$ cat config.mk
export PLATFORM = sky130hd
export DESIGN_NAME = command_word_signature_unit_flat
export DESIGN_NICKNAME = d
export VERILOG_FILES = /design/src/hdl/cws_pkg.sv /design/src/hdl/cws_if.sv /design/src/hdl/cws_step.sv /design/src/hdl/command_word_signature_unit.sv /design/src/flat_wrapper.sv
export VERILOG_INCLUDE_DIRS = /design/src /design/src/hdl
export SDC_FILE = /design/constraint.sdc
export NUM_CORES = 1
export LEC_CHECK = 0
export BUFFER_PORTS_ARGS = -buffer_cell sky130_fd_sc_hd__buf_2
export CORE_MARGIN = 5
export CORE_UTILIZATION = 50
export DETAILED_ROUTE_END_ITERATION = 10
export GPL_ROUTABILITY_DRIVEN = 0
export PLACE_DENSITY = 0.77
export SYNTH_ARGS = -nofsm -noshare
export SYNTH_HDL_FRONTEND = slang
export SYNTH_HIERARCHICAL = 1
export SYNTH_SLANG_ARGS = --single-unit
$ cat constraint.sdc
create_clock -name clk -period 2.8 [get_ports clk]
set_input_delay 0.56 -clock clk [delete_from_list [all_inputs] [get_ports clk]]
set_output_delay 0.56 -clock clk [all_outputs]
set_load 0.05 [all_outputs]
$ cat src/hdl/command_word_signature_unit_defines.svh
// Assertion macros shared by the command word signature unit.
// Each macro expects signals named clk and rst_n in the scope where it is used.
`ifndef COMMAND_WORD_SIGNATURE_UNIT_DEFINES_SVH
`define COMMAND_WORD_SIGNATURE_UNIT_DEFINES_SVH

// Consequent must hold in the same cycle as the antecedent.
`define CWS_ASSERT_NOW(label, ante, cons, msg) \
  label: assert property (@(posedge clk) disable iff (!rst_n) (ante) |-> (cons)) \
    else $error(msg);

// Consequent must hold in the cycle after the antecedent.
`define CWS_ASSERT_NEXT(label, ante, cons, msg) \
  label: assert property (@(posedge clk) disable iff (!rst_n) (ante) |=> (cons)) \
    else $error(msg);

`endif

$ cat src/hdl/cws_pkg.sv
// Package for the command word signature unit: constants, types and CRC step functions.
// No dependencies.
package cws_pkg;

  localparam logic [7:0] POLY_FWD = 8'h31;
  localparam logic [7:0] POLY_REV = 8'h8C;
  localparam logic [7:0] SPACE_CH = 8'h20;
  localparam logic [7:0] NUL_CH   = 8'h00;

  localparam int unsigned ADDR_W = 3;
  localparam logic [ADDR_W-1:0] REG_PARSE_MODE = 3'd0;

  typedef enum logic [1:0] {
    PH_SKIP  = 2'd0,
    PH_WORD  = 2'd1,
    PH_DONE  = 2'd2,
    PH_EMPTY = 2'd3
  } phase_t;

  typedef struct packed {
    phase_t      phase;
    logic [7:0]  crc_fwd;
    logic [7:0]  crc_rev;
    logic [4:0]  sum;
    logic [4:0]  len;
    logic [5:0]  first;
  } line_state_t;

  localparam line_state_t LINE_CLEAR = '{
    phase:   PH_SKIP,
    crc_fwd: 8'h00,
    crc_rev: 8'h00,
    sum:     5'd0,
    len:     5'd0,
    first:   6'd0
  };

  // Forward CRC-8, MSB first.
  function automatic logic [7:0] crc_fwd_step(logic [7:0] crc, logic [7:0] b);
    logic [7:0] c;
    c = crc ^ b;
    for (int i = 0; i < 8; i++) begin
      c = c[7] ? ({c[6:0], 1'b0} ^ POLY_FWD) : {c[6:0], 1'b0};
    end
    return c;
  endfunction

  // Reflected CRC-8, LSB first.
  function automatic logic [7:0] crc_rev_step(logic [7:0] crc, logic [7:0] b);
    logic [7:0] c;
    c = crc ^ b;
    for (int i = 0; i < 8; i++) begin
      c = c[0] ? ({1'b0, c[7:1]} ^ POLY_REV) : {1'b0, c[7:1]};
    end
    return c;
  endfunction

endpackage

$ cat src/hdl/cws_if.sv
// Valid/ready channel interfaces for the command word signature unit.
// Depends on nothing but plain logic types.
interface cws_in_if;
  logic       valid;
  logic       ready;
  logic [7:0] char_byte;
  logic       last_of_line;

  modport source (output valid, output char_byte, output last_of_line, input ready);
  modport sink   (input valid, input char_byte, input last_of_line, output ready);
endinterface

interface cws_out_if;
  logic        valid;
  logic        ready;
  logic [31:0] command_id;
  logic        word_present;

  modport source (output valid, output command_id, output word_present, input ready);
  modport sink   (input valid, input command_id, input word_present, output ready);
endinterface

$ cat src/hdl/cws_step.sv
// One byte of the word tracker: phase update, CRC and sum steps, and signature packing.
// Depends on cws_pkg.
module cws_step (
  input  cws_pkg::line_state_t line_i,
  input  logic [7:0]           char_i,
  input  logic                 parse_mode_i,
  output cws_pkg::line_state_t line_o,
  output logic                 present_o,
  output logic [31:0]          id_o
);

  logic is_nul;
  logic is_sep;
  logic ends;
  logic hash_en;
  logic first_ld;
  cws_pkg::phase_t phase_nxt;

  assign is_nul = (char_i == cws_pkg::NUL_CH);
  assign is_sep = parse_mode_i && (char_i == cws_pkg::SPACE_CH);
  assign ends   = is_nul || is_sep;

  // Next phase.
  always_comb begin
    case (line_i.phase)
      cws_pkg::PH_SKIP: begin
        if (is_nul) begin
          phase_nxt = cws_pkg::PH_EMPTY;
        end else if (!is_sep) begin
          phase_nxt = cws_pkg::PH_WORD;
        end else begin
          phase_nxt = cws_pkg::PH_SKIP;
        end
      end
      cws_pkg::PH_WORD: begin
        phase_nxt = ends ? cws_pkg::PH_DONE : cws_pkg::PH_WORD;
      end
      default: begin
        phase_nxt = line_i.phase;
      end
    endcase
  end

  // Hash controls for the current phase.
  always_comb begin
    case (line_i.phase)
      cws_pkg::PH_SKIP: begin
        hash_en  = !ends;
        first_ld = !ends;
      end
      cws_pkg::PH_WORD: begin
        hash_en  = !ends;
        first_ld = 1'b0;
      end
      default: begin
        hash_en  = 1'b0;
        first_ld = 1'b0;
      end
    endcase
  end

  always_comb begin
    line_o       = line_i;
    line_o.phase = phase_nxt;
    if (hash_en) begin
      line_o.crc_fwd = cws_pkg::crc_fwd_step(line_i.crc_fwd, char_i);
      line_o.crc_rev = cws_pkg::crc_rev_step(line_i.crc_rev, char_i);
      line_o.sum     = line_i.sum + char_i[4:0];
      line_o.len     = line_i.len + 5'd1;
    end
    if (first_ld) begin
      line_o.first = char_i[5:0];
    end
  end

  assign present_o = (phase_nxt == cws_pkg::PH_WORD) || (phase_nxt == cws_pkg::PH_DONE);
  assign id_o = present_o ?
                {line_o.first, line_o.len, line_o.sum, line_o.crc_fwd, line_o.crc_rev} :
                32'd0;

endmodule

$ cat src/hdl/command_word_signature_unit.sv
// Top level of the command word signature unit: channel registers, line state, config port.
// Depends on cws_pkg, cws_if.sv, cws_step and command_word_signature_unit_defines.svh.
// The unit takes one byte beat per clock cycle, save while a line end waits on a full result
// register. Each beat is captured in an input register at the edge that accepts it, and from
// that register the single-pass hash logic (two 8-bit CRC steps, a 5-bit sum and a 5-bit
// count) updates the line state. When the beat carries last_of_line, the edge that processes
// it also writes the signature into the result register, which drives out_valid, so a final
// byte passes through the input register and then the result register. The result register
// parts the two channels: bytes keep flowing while a result waits, and the input side stalls
// only when a further line end arrives while the previous result is still untaken. After
// each line end the line state returns to its cleared value. The parse_mode register sits at
// byte address 0 of the APB-style port; it resets to 1 and should be written only while the
// unit is idle.
`include "command_word_signature_unit_defines.svh"

module command_word_signature_unit (
  input  logic                         clk,
  input  logic                         rst_n,
  cws_in_if.sink                       in_bus,
  cws_out_if.source                    out_bus,
  input  logic                         psel,
  input  logic                         penable,
  input  logic                         pwrite,
  input  logic [cws_pkg::ADDR_W-1:0]   paddr,
  input  logic [31:0]                  pwdata,
  output logic [31:0]                  prdata,
  output logic                         pready
);

  // Input register.
  logic        in_v_r;
  logic [7:0]  in_byte_r;
  logic        in_last_r;

  // Line state and configuration.
  cws_pkg::line_state_t line_r;
  cws_pkg::line_state_t line_nxt;
  logic                 mode_r;

  // Result register.
  logic        out_v_r;
  logic [31:0] out_id_r;
  logic        out_wp_r;

  logic        proc;
  logic        present;
  logic [31:0] id;

  cws_step u_step (
    .line_i       (line_r),
    .char_i       (in_byte_r),
    .parse_mode_i (mode_r),
    .line_o       (line_nxt),
    .present_o    (present),
    .id_o         (id)
  );

  // A held beat is processed unless it ends a line and the result register is still full.
  assign proc         = in_v_r && (!in_last_r || !out_v_r || out_bus.ready);
  assign in_bus.ready = !in_v_r || proc;

  always_ff @(posedge clk) begin
    if (!rst_n) begin
      in_v_r <= 1'b0;
    end else if (in_bus.ready) begin
      in_v_r <= in_bus.valid;
    end
  end

  always_ff @(posedge clk) begin
    if (in_bus.ready && in_bus.valid) begin
      in_byte_r <= in_bus.char_byte;
      in_last_r <= in_bus.last_of_line;
    end
  end

  // Line state: updated by every processed beat and cleared after a line end.
  always_ff @(posedge clk) begin
    if (!rst_n) begin
      line_r <= cws_pkg::LINE_CLEAR;
    end else if (proc) begin
      line_r <= in_last_r ? cws_pkg::LINE_CLEAR : line_nxt;
    end
  end

  always_ff @(posedge clk) begin
    if (!rst_n) begin
      out_v_r <= 1'b0;
    end else if (proc && in_last_r) begin
      out_v_r <= 1'b1;
    end else if (out_bus.ready) begin
      out_v_r <= 1'b0;
    end
  end

  always_ff @(posedge clk) begin
    if (proc && in_last_r) begin
      out_id_r <= id;
      out_wp_r <= present;
    end
  end

  assign out_bus.valid        = out_v_r;
  assign out_bus.command_id   = out_id_r;
  assign out_bus.word_present = out_wp_r;

  // Configuration port: no wait states, writes land on the access cycle.
  always_ff @(posedge clk) begin
    if (!rst_n) begin
      mode_r <= 1'b1;
    end else if (psel && penable && pwrite && (paddr == cws_pkg::REG_PARSE_MODE)) begin
      mode_r <= pwdata[0];
    end
  end

  assign pready = 1'b1;
  assign prdata = (paddr == cws_pkg::REG_PARSE_MODE) ? {31'd0, mode_r} : 32'd0;

  // A line end always leaves the line state cleared.
  `CWS_ASSERT_NEXT(a_clear_after_end, proc && in_last_r,
                   line_r == cws_pkg::LINE_CLEAR,
                   "line state not cleared after line end")

  // Nothing is counted while no word has started.
  `CWS_ASSERT_NOW(a_skip_empty,
                  (line_r.phase == cws_pkg::PH_SKIP) || (line_r.phase == cws_pkg::PH_EMPTY),
                  (line_r.len == 5'd0) && (line_r.sum == 5'd0),
                  "counts moved outside a word")

  // An absent word gives an all-zero signature.
  `CWS_ASSERT_NOW(a_empty_id_zero, out_v_r && !out_wp_r, out_id_r == 32'd0,
                  "empty word with non-zero signature")

  // A line end blocked by a full result register is held, not dropped.
  `CWS_ASSERT_NEXT(a_end_held, in_v_r && in_last_r && out_v_r && !out_bus.ready,
                   in_v_r && in_last_r && $stable(in_byte_r),
                   "blocked line end lost")

endmodule

$ cat src/flat_wrapper.sv
// flat-port wrapper written by rule: the top's interface ports become plain ports
module command_word_signature_unit_flat 
  (clk, rst_n, psel, penable, pwrite, paddr, pwdata, prdata, pready, in_bus_valid, in_bus_char_byte, in_bus_last_of_line, in_bus_ready, out_bus_valid, out_bus_command_id, out_bus_word_present, out_bus_ready);
  cws_in_if in_bus_i ();
  cws_out_if out_bus_i ();
  input  logic clk;
  input  logic rst_n;
  input  logic psel;
  input  logic penable;
  input  logic pwrite;
  input  logic [cws_pkg::ADDR_W-1:0] paddr;
  input  logic [31:0] pwdata;
  output logic [31:0] prdata;
  output logic pready;
  input wire logic [$bits(in_bus_i.valid)-1:0] in_bus_valid;
  input wire logic [$bits(in_bus_i.char_byte)-1:0] in_bus_char_byte;
  input wire logic [$bits(in_bus_i.last_of_line)-1:0] in_bus_last_of_line;
  output wire logic [$bits(in_bus_i.ready)-1:0] in_bus_ready;
  output wire logic [$bits(out_bus_i.valid)-1:0] out_bus_valid;
  output wire logic [$bits(out_bus_i.command_id)-1:0] out_bus_command_id;
  output wire logic [$bits(out_bus_i.word_present)-1:0] out_bus_word_present;
  input wire logic [$bits(out_bus_i.ready)-1:0] out_bus_ready;
  assign in_bus_i.valid = in_bus_valid;
  assign in_bus_i.char_byte = in_bus_char_byte;
  assign in_bus_i.last_of_line = in_bus_last_of_line;
  assign in_bus_ready = in_bus_i.ready;
  assign out_bus_valid = out_bus_i.valid;
  assign out_bus_command_id = out_bus_i.command_id;
  assign out_bus_word_present = out_bus_i.word_present;
  assign out_bus_i.ready = out_bus_ready;
  command_word_signature_unit u_core (.clk(clk), .rst_n(rst_n), .in_bus(in_bus_i), .out_bus(out_bus_i), .psel(psel), .penable(penable), .pwrite(pwrite), .paddr(paddr), .pwdata(pwdata), .prdata(prdata), .pready(pready));
endmodule
==> flow_summary.json, run 1 <==
{
  "synthSimpleGateAreaFrac": 0.0965,
  "finalNonFillerCells": 530,
  "place_hpwl_um": 5310,
  "drt_iter0_markers": 141,
  "start_util": 0.505,
  "syn_area_per_cell_um2": 11.4,
  "track_usage": 0.156,
  "clock.fmax_mhz": 414,
  "synthMuxAreaShare": 0.0316,
  "avgViaCountPerCell": 5.11,
  "maxSlewHeadroom": 0.372,
  "synth_fa_ha_area_frac": 0.0201,
  "cts_hold_buf": 0,
  "synth.largest_area_cell": "edfxtp_1",
  "synth_edf_count": 42,
  "dp_cells": 514,
  "worstSkewPairLatency_ns": 0.35,
  "synth_area_leaders": "edfxtp_1 31%, dfxtp_1 18%, xnor2_1 7.2%, a22o_2 6.8%, buf_4 5.8%",
  "clock_path_buffers": 2,
  "tightest_slew_ns": 0.937,
  "setup_viol": 0,
  "arrival_ns": 2.59,
  "fp.dieW_um": 101,
  "critPathLaunchType": "flop",
  "post-route-period-util": 0.863,
  "ys_seq_area_frac": 0.487,
  "final_cell_mix": "55 x buf_2, 42 x edfxtp_1, 37 x dfxtp_1",
  "critPathMaxFanout": 6,
  "antenna_found_initial": 0,
  "crit_type": "reg -> reg",
  "p_sw_mw": 0.899,
  "final_common_cell": "buf_2",
  "p_clk_frac": 0.286,
  "ant_nets": 0,
  "grt_pass1_vias": 2696,
  "holdCritPathClass": "in -> reg",
  "wl_um": 7770,
  "synth.distinct_cells": 45,
  "post_drt_wl_per_cell_um": 14.7,
  "cts_tree": "done",
  "finalPower_mw": 2.94,
  "fin_util": 0.561,
  "drt-pass1-iter-count": 5,
  "grt_max_degree": 35,
  "max_cap_violations": 0,
  "seqPwrFrac": 0.461,
  "fin_crit_ns": 2.42,
  "cts.sinks": 79,
  "grt-ovfl-total": 0,
  "clk_pin_slew_worst_paths_ns": 0.08,
  "vdd_drop_max_v": 0.000281,
  "n_antenna_cell": 0,
  "fin_skew_ns": 0.0133,
  "cp.required_ns": 2.98,
  "async_flop_share": 0,
  "nets": 477,
  "vias": 2706,
  "cts_buffers": 9,
  "pre_cts_ws_ns": 0.413,
  "synthToLayoutAreaGrowth_pct": 11.0,
  "place_area_um2": 4370,
  "finalHoldViolations": 0,
  "cts_max_level": 3,
  "cts_root_buffer": "clkbuf_8",
  "switching_share": 0.306,
  "die_area_um2": 10100,
  "synth_area_um2": 4110,
  "synth_top_family_by_area": "compound AO/OA/AOI/OAI gates",
  "core_um2": 8130,
  "synth_flop_cell": "edfxtp_1",
  "syn_inst": 361,
  "drcViolationCount": 0,
  "holdWs_ns": 0.395,
  "drive_above_1_share": 0.292,
  "post_cts.repair.setup_buffers": 0,
  "combPwrFrac": 0.253,
  "p_per_area_nw_per_um2": 644,
  "synth-seq-cells": 79,
  "internal_power_mw": 2.04,
  "rsz0062_at_grt": "false",
  "leakagePower_nw": 1.89,
  "grt_pass1_wl_um": 12400,
  "synth_warnings": 6,
  "fin_area_um2": 4570,
  "synth-compound-area-share": 0.149,
  "cts-resized-gates": 0,
  "placementRows": 33,
  "slew_violations": 0,
  "synthXorXnorAreaFrac": 0.117,
  "tns_ns": 0,
  "numPortBuffers": 55,
  "ios": 119,
  "fp.dieH_um": 101,
  "finalWorstSetupSlack_ns": 0.385,
  "crit_path_end_kind": "flop",
  "yosys.area.top_type_share": 0.307,
  "status": "finished, final reports clean"
}
-- power groups by stage --
stage	clock network [mW]	registers, mW	logic, mW
3_3_place_gp	0	1.38	0.724
2_1_floorplan	0	1.47	0.569
3_5_place_dp	0	1.38	0.737
4_1_cts	0.860	1.36	0.743
6_report	0.841	1.36	0.743
5_1_grt	0.902	1.37	0.798
-- area by class of cell --
class,count,area [um2]
fill,692,3570
sequential,79,2000
multi-input combinational,253,1830
timing repair buffer,66,358
clock buffer,11,141
tap,105,131
clock inverter,5,57.6
inverter,11,41.3
-- flip-flops by register name, summed over array words and instances, names as in the netlist --
name                         cells
u_core/out_bus.command_id       32
u_core/in_v_r                    1
u_core/line_r                   34
u_core/out_bus.word_present      1
u_core/mode_r                    1
u_core/in_last_r                 1
u_core/out_bus.valid             1
u_core/in_byte_r                 8
-- metal layers --
layer / wire [um] / vias up / track usage
met5: 0 / - / 0
met4: 88 / 0 / 0.0653
met3: 673 / 9 / 0.0346
met2: 3810 / 105 / 0.263
met1: 3200 / 1267 / 0.193
li1: - / 1325 / -
-- final timing paths --
kind | end | slack [ns] | cells past startpoint | startpoint
max | u_core/out_bus.command_id[20]$_DFFE_PP_ | 0.38 | 8 | u_core/in_byte_r[0]$_DFFE_PP_
min | u_core/in_byte_r[0]$_DFFE_PP_ | 0.40 | 1 | in_bus_char_byte[0]
max reg2reg | u_core/out_bus.command_id[20]$_DFFE_PP_ | 0.38 | 8 | u_core/in_byte_r[0]$_DFFE_PP_
min reg2reg | u_core/line_r[5]$_SDFFE_PN0P_ | 0.49 | 1 | u_core/line_r[5]$_SDFFE_PN0P_
-- critical path: stages (launching register included) --
cell,delay [ns]
edfxtp_1,0.55
ha_1,0.25
inv_1,0.06
fa_1,0.39
nor2b_1,0.11
o21ai_0,0.10
nor3b_1,0.16
or4_1,0.42
a21oi_1,0.21
-- kinds of logic after synthesis --
group,count (synthesis)
compound gates,78
xor+xnor,47
fa+ha+maj,6
buf+inv,59
flops,79
mux,12
other cells,2
simple gates,78
-- cell usage after synthesis (all sizes together), types with 5 or more instances --
| master | n |
|---|---|
| a211oi | 5 |
| xor2 | 8 |
| edfxtp | 42 |
| ha | 5 |
| dfxtp | 37 |
| nor2b | 9 |
| nand2 | 20 |
| a21oi | 16 |
| o21ai | 13 |
| inv | 11 |
| and2 | 13 |
| mux2 | 8 |
| clkbuf | 6 |
| buf | 42 |
| a22o | 34 |
| nor2 | 20 |
| xnor2 | 34 |
Power figures use the tool's default switching activity.
==> run 2: changes to the inputs <==
--- a/config.mk
+++ b/config.mk
@@ -8,11 +8,10 @@
 export LEC_CHECK = 0
 export BUFFER_PORTS_ARGS = -buffer_cell sky130_fd_sc_hd__buf_2
 export CORE_MARGIN = 5
-export CORE_UTILIZATION = 50
+export CORE_UTILIZATION = 45
 export DETAILED_ROUTE_END_ITERATION = 10
 export GPL_ROUTABILITY_DRIVEN = 0
-export PLACE_DENSITY = 0.77
+export PLACE_DENSITY = 0.71
 export SYNTH_ARGS = -nofsm -noshare
 export SYNTH_HDL_FRONTEND = slang
-export SYNTH_HIERARCHICAL = 1
 export SYNTH_SLANG_ARGS = --single-unit
==> flow_summary.json, run 2 <==
{
  "status": "finished, final reports clean",
  "cp_num_cells": 7,
  "crit_path_max_incr_delay_ns": 0.57,
  "fp.dieW_um": 105,
  "synth_edf_count": 42,
  "grt_pass1_vias": 2903,
  "async_flop_share": 0,
  "setup_viol": 0,
  "synth_common_cells": "47 x nand2_1, 46 x nor2_1, 42 x edfxtp_1",
  "finalHoldViolations": 0,
  "n_antenna_cell": 0,
  "finalPower_mw": 3.15,
  "endpoint": "u_core.line_r[15]$_SDFFE_PN0P_",
  "worst-path-buf-inv": 0,
  "synth_area_leaders": "edfxtp_1 31%, dfxtp_1 18%, xnor2_1 7.5%, buf_4 6.6%, nand2_1 4.3%",
  "ant_nets": 0,
  "rsz0062_at_grt": "false",
  "synth.distinct_cells": 47,
  "critPathMaxFanout": 6,
  "post_drt_wl_per_cell_um": 15.6,
  "numPortBuffers": 55,
  "synthXorXnorAreaFrac": 0.129,
  "drive_above_1_share": 0.199,
  "ys_seq_area_frac": 0.489,
  "crit_chain": "ha_1 > fa_1 > a21o_1 > a21oi_1 > xor2_1 > or4_1 > a31oi_1",
  "start_util": 0.465,
  "clock.fmax_mhz": 391,
  "place_hpwl_um": 6350,
  "holdWs_ns": 0.379,
  "leakagePower_nw": 1.95,
  "wl_um": 8890,
  "syn_inst": 395,
  "cpLargestDelayFamily": "adder cells",
  "area.sequential_um2": 2000,
  "syn_area_per_cell_um2": 10.4,
  "yosys.area.top_type_share": 0.308,
  "fin_area_um2": 4620,
  "synth_fa_ha_area_frac": 0.0202,
  "grt-ovfl-total": 0,
  "core_um2": 8810,
  "nets": 515,
  "cts_root_buffer": "clkbuf_8",
  "dp_cells": 555,
  "drt-pass1-iter-count": 4,
  "grt_pass1_wl_um": 14300,
  "p_per_area_nw_per_um2": 681,
  "synth_top_family_by_area": "simple AND/OR/NAND/NOR gates",
  "tns_ns": 0,
  "placementRows": 34,
  "clock_path_buffers": 2,
  "crit_type": "reg -> reg",
  "max_cap_violations": 0,
  "fin_crit_ns": 2.56,
  "grt_max_degree": 22,
  "synth-compound-area-share": 0.129,
  "clk_pin_slew_worst_paths_ns": 0.08,
  "cts_tree": "done",
  "finalWorstSetupSlack_ns": 0.244,
  "synth.most_common_cell": "nand2_1",
  "holdCritPathClass": "in -> reg",
  "synth_flop_cell": "edfxtp_1",
  "worstSetupStartpoint": "u_core.in_byte_r[0]$_DFFE_PP_",
  "slew_violations": 0,
  "die_area_um2": 11100,
  "fin_util": 0.525,
  "drcViolationCount": 0,
  "critPathLaunchType": "flop",
  "ios": 119,
  "reg2reg_depth": 7,
  "vdd_drop_max_v": 0.000340,
  "place_area_um2": 4420,
  "fin_skew_ns": 0.00790,
  "synth_area_um2": 4100,
  "finalNonFillerCells": 571,
  "synth-seq-cells": 79,
  "largest_reg_flops": 34,
  "avgViaCountPerCell": 5.23,
  "arrival_ns": 2.82,
  "synth.largest_area_cell": "edfxtp_1",
  "post_cts.repair.setup_buffers": 0,
  "crit_path_end_kind": "flop",
  "r2r-start": "u_core.in_byte_r[0]$_DFFE_PP_",
  "tightest_slew_ns": 0.849,
  "cts-resized-gates": 0,
  "multi_input_area_um2": 1840,
  "post-route-period-util": 0.913,
  "cp.required_ns": 3.07,
  "antenna_found_initial": 0,
  "final.fill_count": 781,
  "final_common_cell": "buf_2",
  "cts.sinks": 79,
  "crit_slowest_cell": "edfxtp_1",
  "cts_buffers": 9,
  "vias": 2985,
  "worstSkewPairLatency_ns": 0.36,
  "synthSimpleGateAreaFrac": 0.137,
  "track_usage": 0.163,
  "cts_max_level": 3,
  "cts_hold_buf": 0,
  "drt_iter0_markers": 138,
  "synth_warnings": 0,
  "maxSlewHeadroom": 0.432,
  "top_register": "u_core.line_r",
  "final_cell_mix": "55 x buf_2, 47 x nand2_1, 45 x nor2_1",
  "r2r_setup_slack_ns": 0.24,
  "fp.dieH_um": 105,
  "synthToLayoutAreaGrowth_pct": 12.8,
  "synthMuxAreaShare": 0.00489,
  "pre_cts_ws_ns": 0.302,
  "hold_path.startpoint": "in_bus_char_byte[5]",
  "r2r_end": "u_core.line_r[15]$_SDFFE_PN0P_"
}
## run 2: changes by cell type in the layout (fill, tap and decap cells not counted), moves of 6 or more
cell	previous run	this run
a21oi_1	16	22
nor2_1	19	45
a22o_2	28	0
nor2b_1	9	3
and2_1	13	3
nand2_1	20	47
a22o_1	6	13
o21ai_0	12	6
inv_1	11	5
mux2_2	8	0
nor3_1	3	13
o22ai_1	0	6
## run 2: final cells by class
class / count / share of cell area
multi-input cells: 291 / 0.399
flip-flops and latches: 79 / 0.433
clock inverters: 4 / 0.0152
clock buffers: 12 / 0.0292
inverters: 5 / 0.00406
well taps: 108 / 0.0292
repair buffers: 72 / 0.0899
## run 2: power by group
group          switching [mW]  internal [mW]
logic                   0.523          0.337
clock network           0.403          0.500
registers              0.0514           1.33
total                   0.978           2.17
## run 2: cell families (layout without fill, tap and decap cells)
kind of cell	Yosys count	in the layout
AOI/OAI and AO/OA	75	75
xor gates and xnor gates	48	48
adders and majority gates	6	6
buffers and inverters	55	93
DFF	79	79
muxes	2	2
other	2	32
and+or+nand+nor	128	128
## run 2: worst reg2reg max path: cells and delay by family (launching register included)
kind / cells / cell delay, ns
adders and majority gates: 2 / 0.76
and+or+nand+nor: 1 / 0.41
xor gates and xnor gates: 1 / 0.13
AOI/OAI and AO/OA: 3 / 0.59
DFF: 1 / 0.57
## run 2: how the worst min path moves through the flow
stage / cells past startpoint / slack (ns) / end
2_1_floorplan: 2 / 0.45 / u_core.line_r[4]$_SDFFE_PN0P_
3_5_place_dp: 2 / 0.46 / u_core.line_r[3]$_SDFFE_PN0P_
3_3_place_gp: 2 / 0.45 / u_core.line_r[2]$_SDFFE_PN0P_
6_report: 1 / 0.38 / u_core.in_byte_r[5]$_DFFE_PP_
5_1_grt: 1 / 0.37 / u_core.in_byte_r[5]$_DFFE_PP_
4_1_cts: 1 / 0.37 / u_core.in_byte_r[5]$_DFFE_PP_
## run 2: metal layers
layer,share of wire,global-route usage,vias to the layer above
met1,0.43,0.206,1410
li1,-,-,1445
met3,0.071,0.0410,15
met4,0.021,0.0665,0
met2,0.48,0.269,115
met5,0,0,-
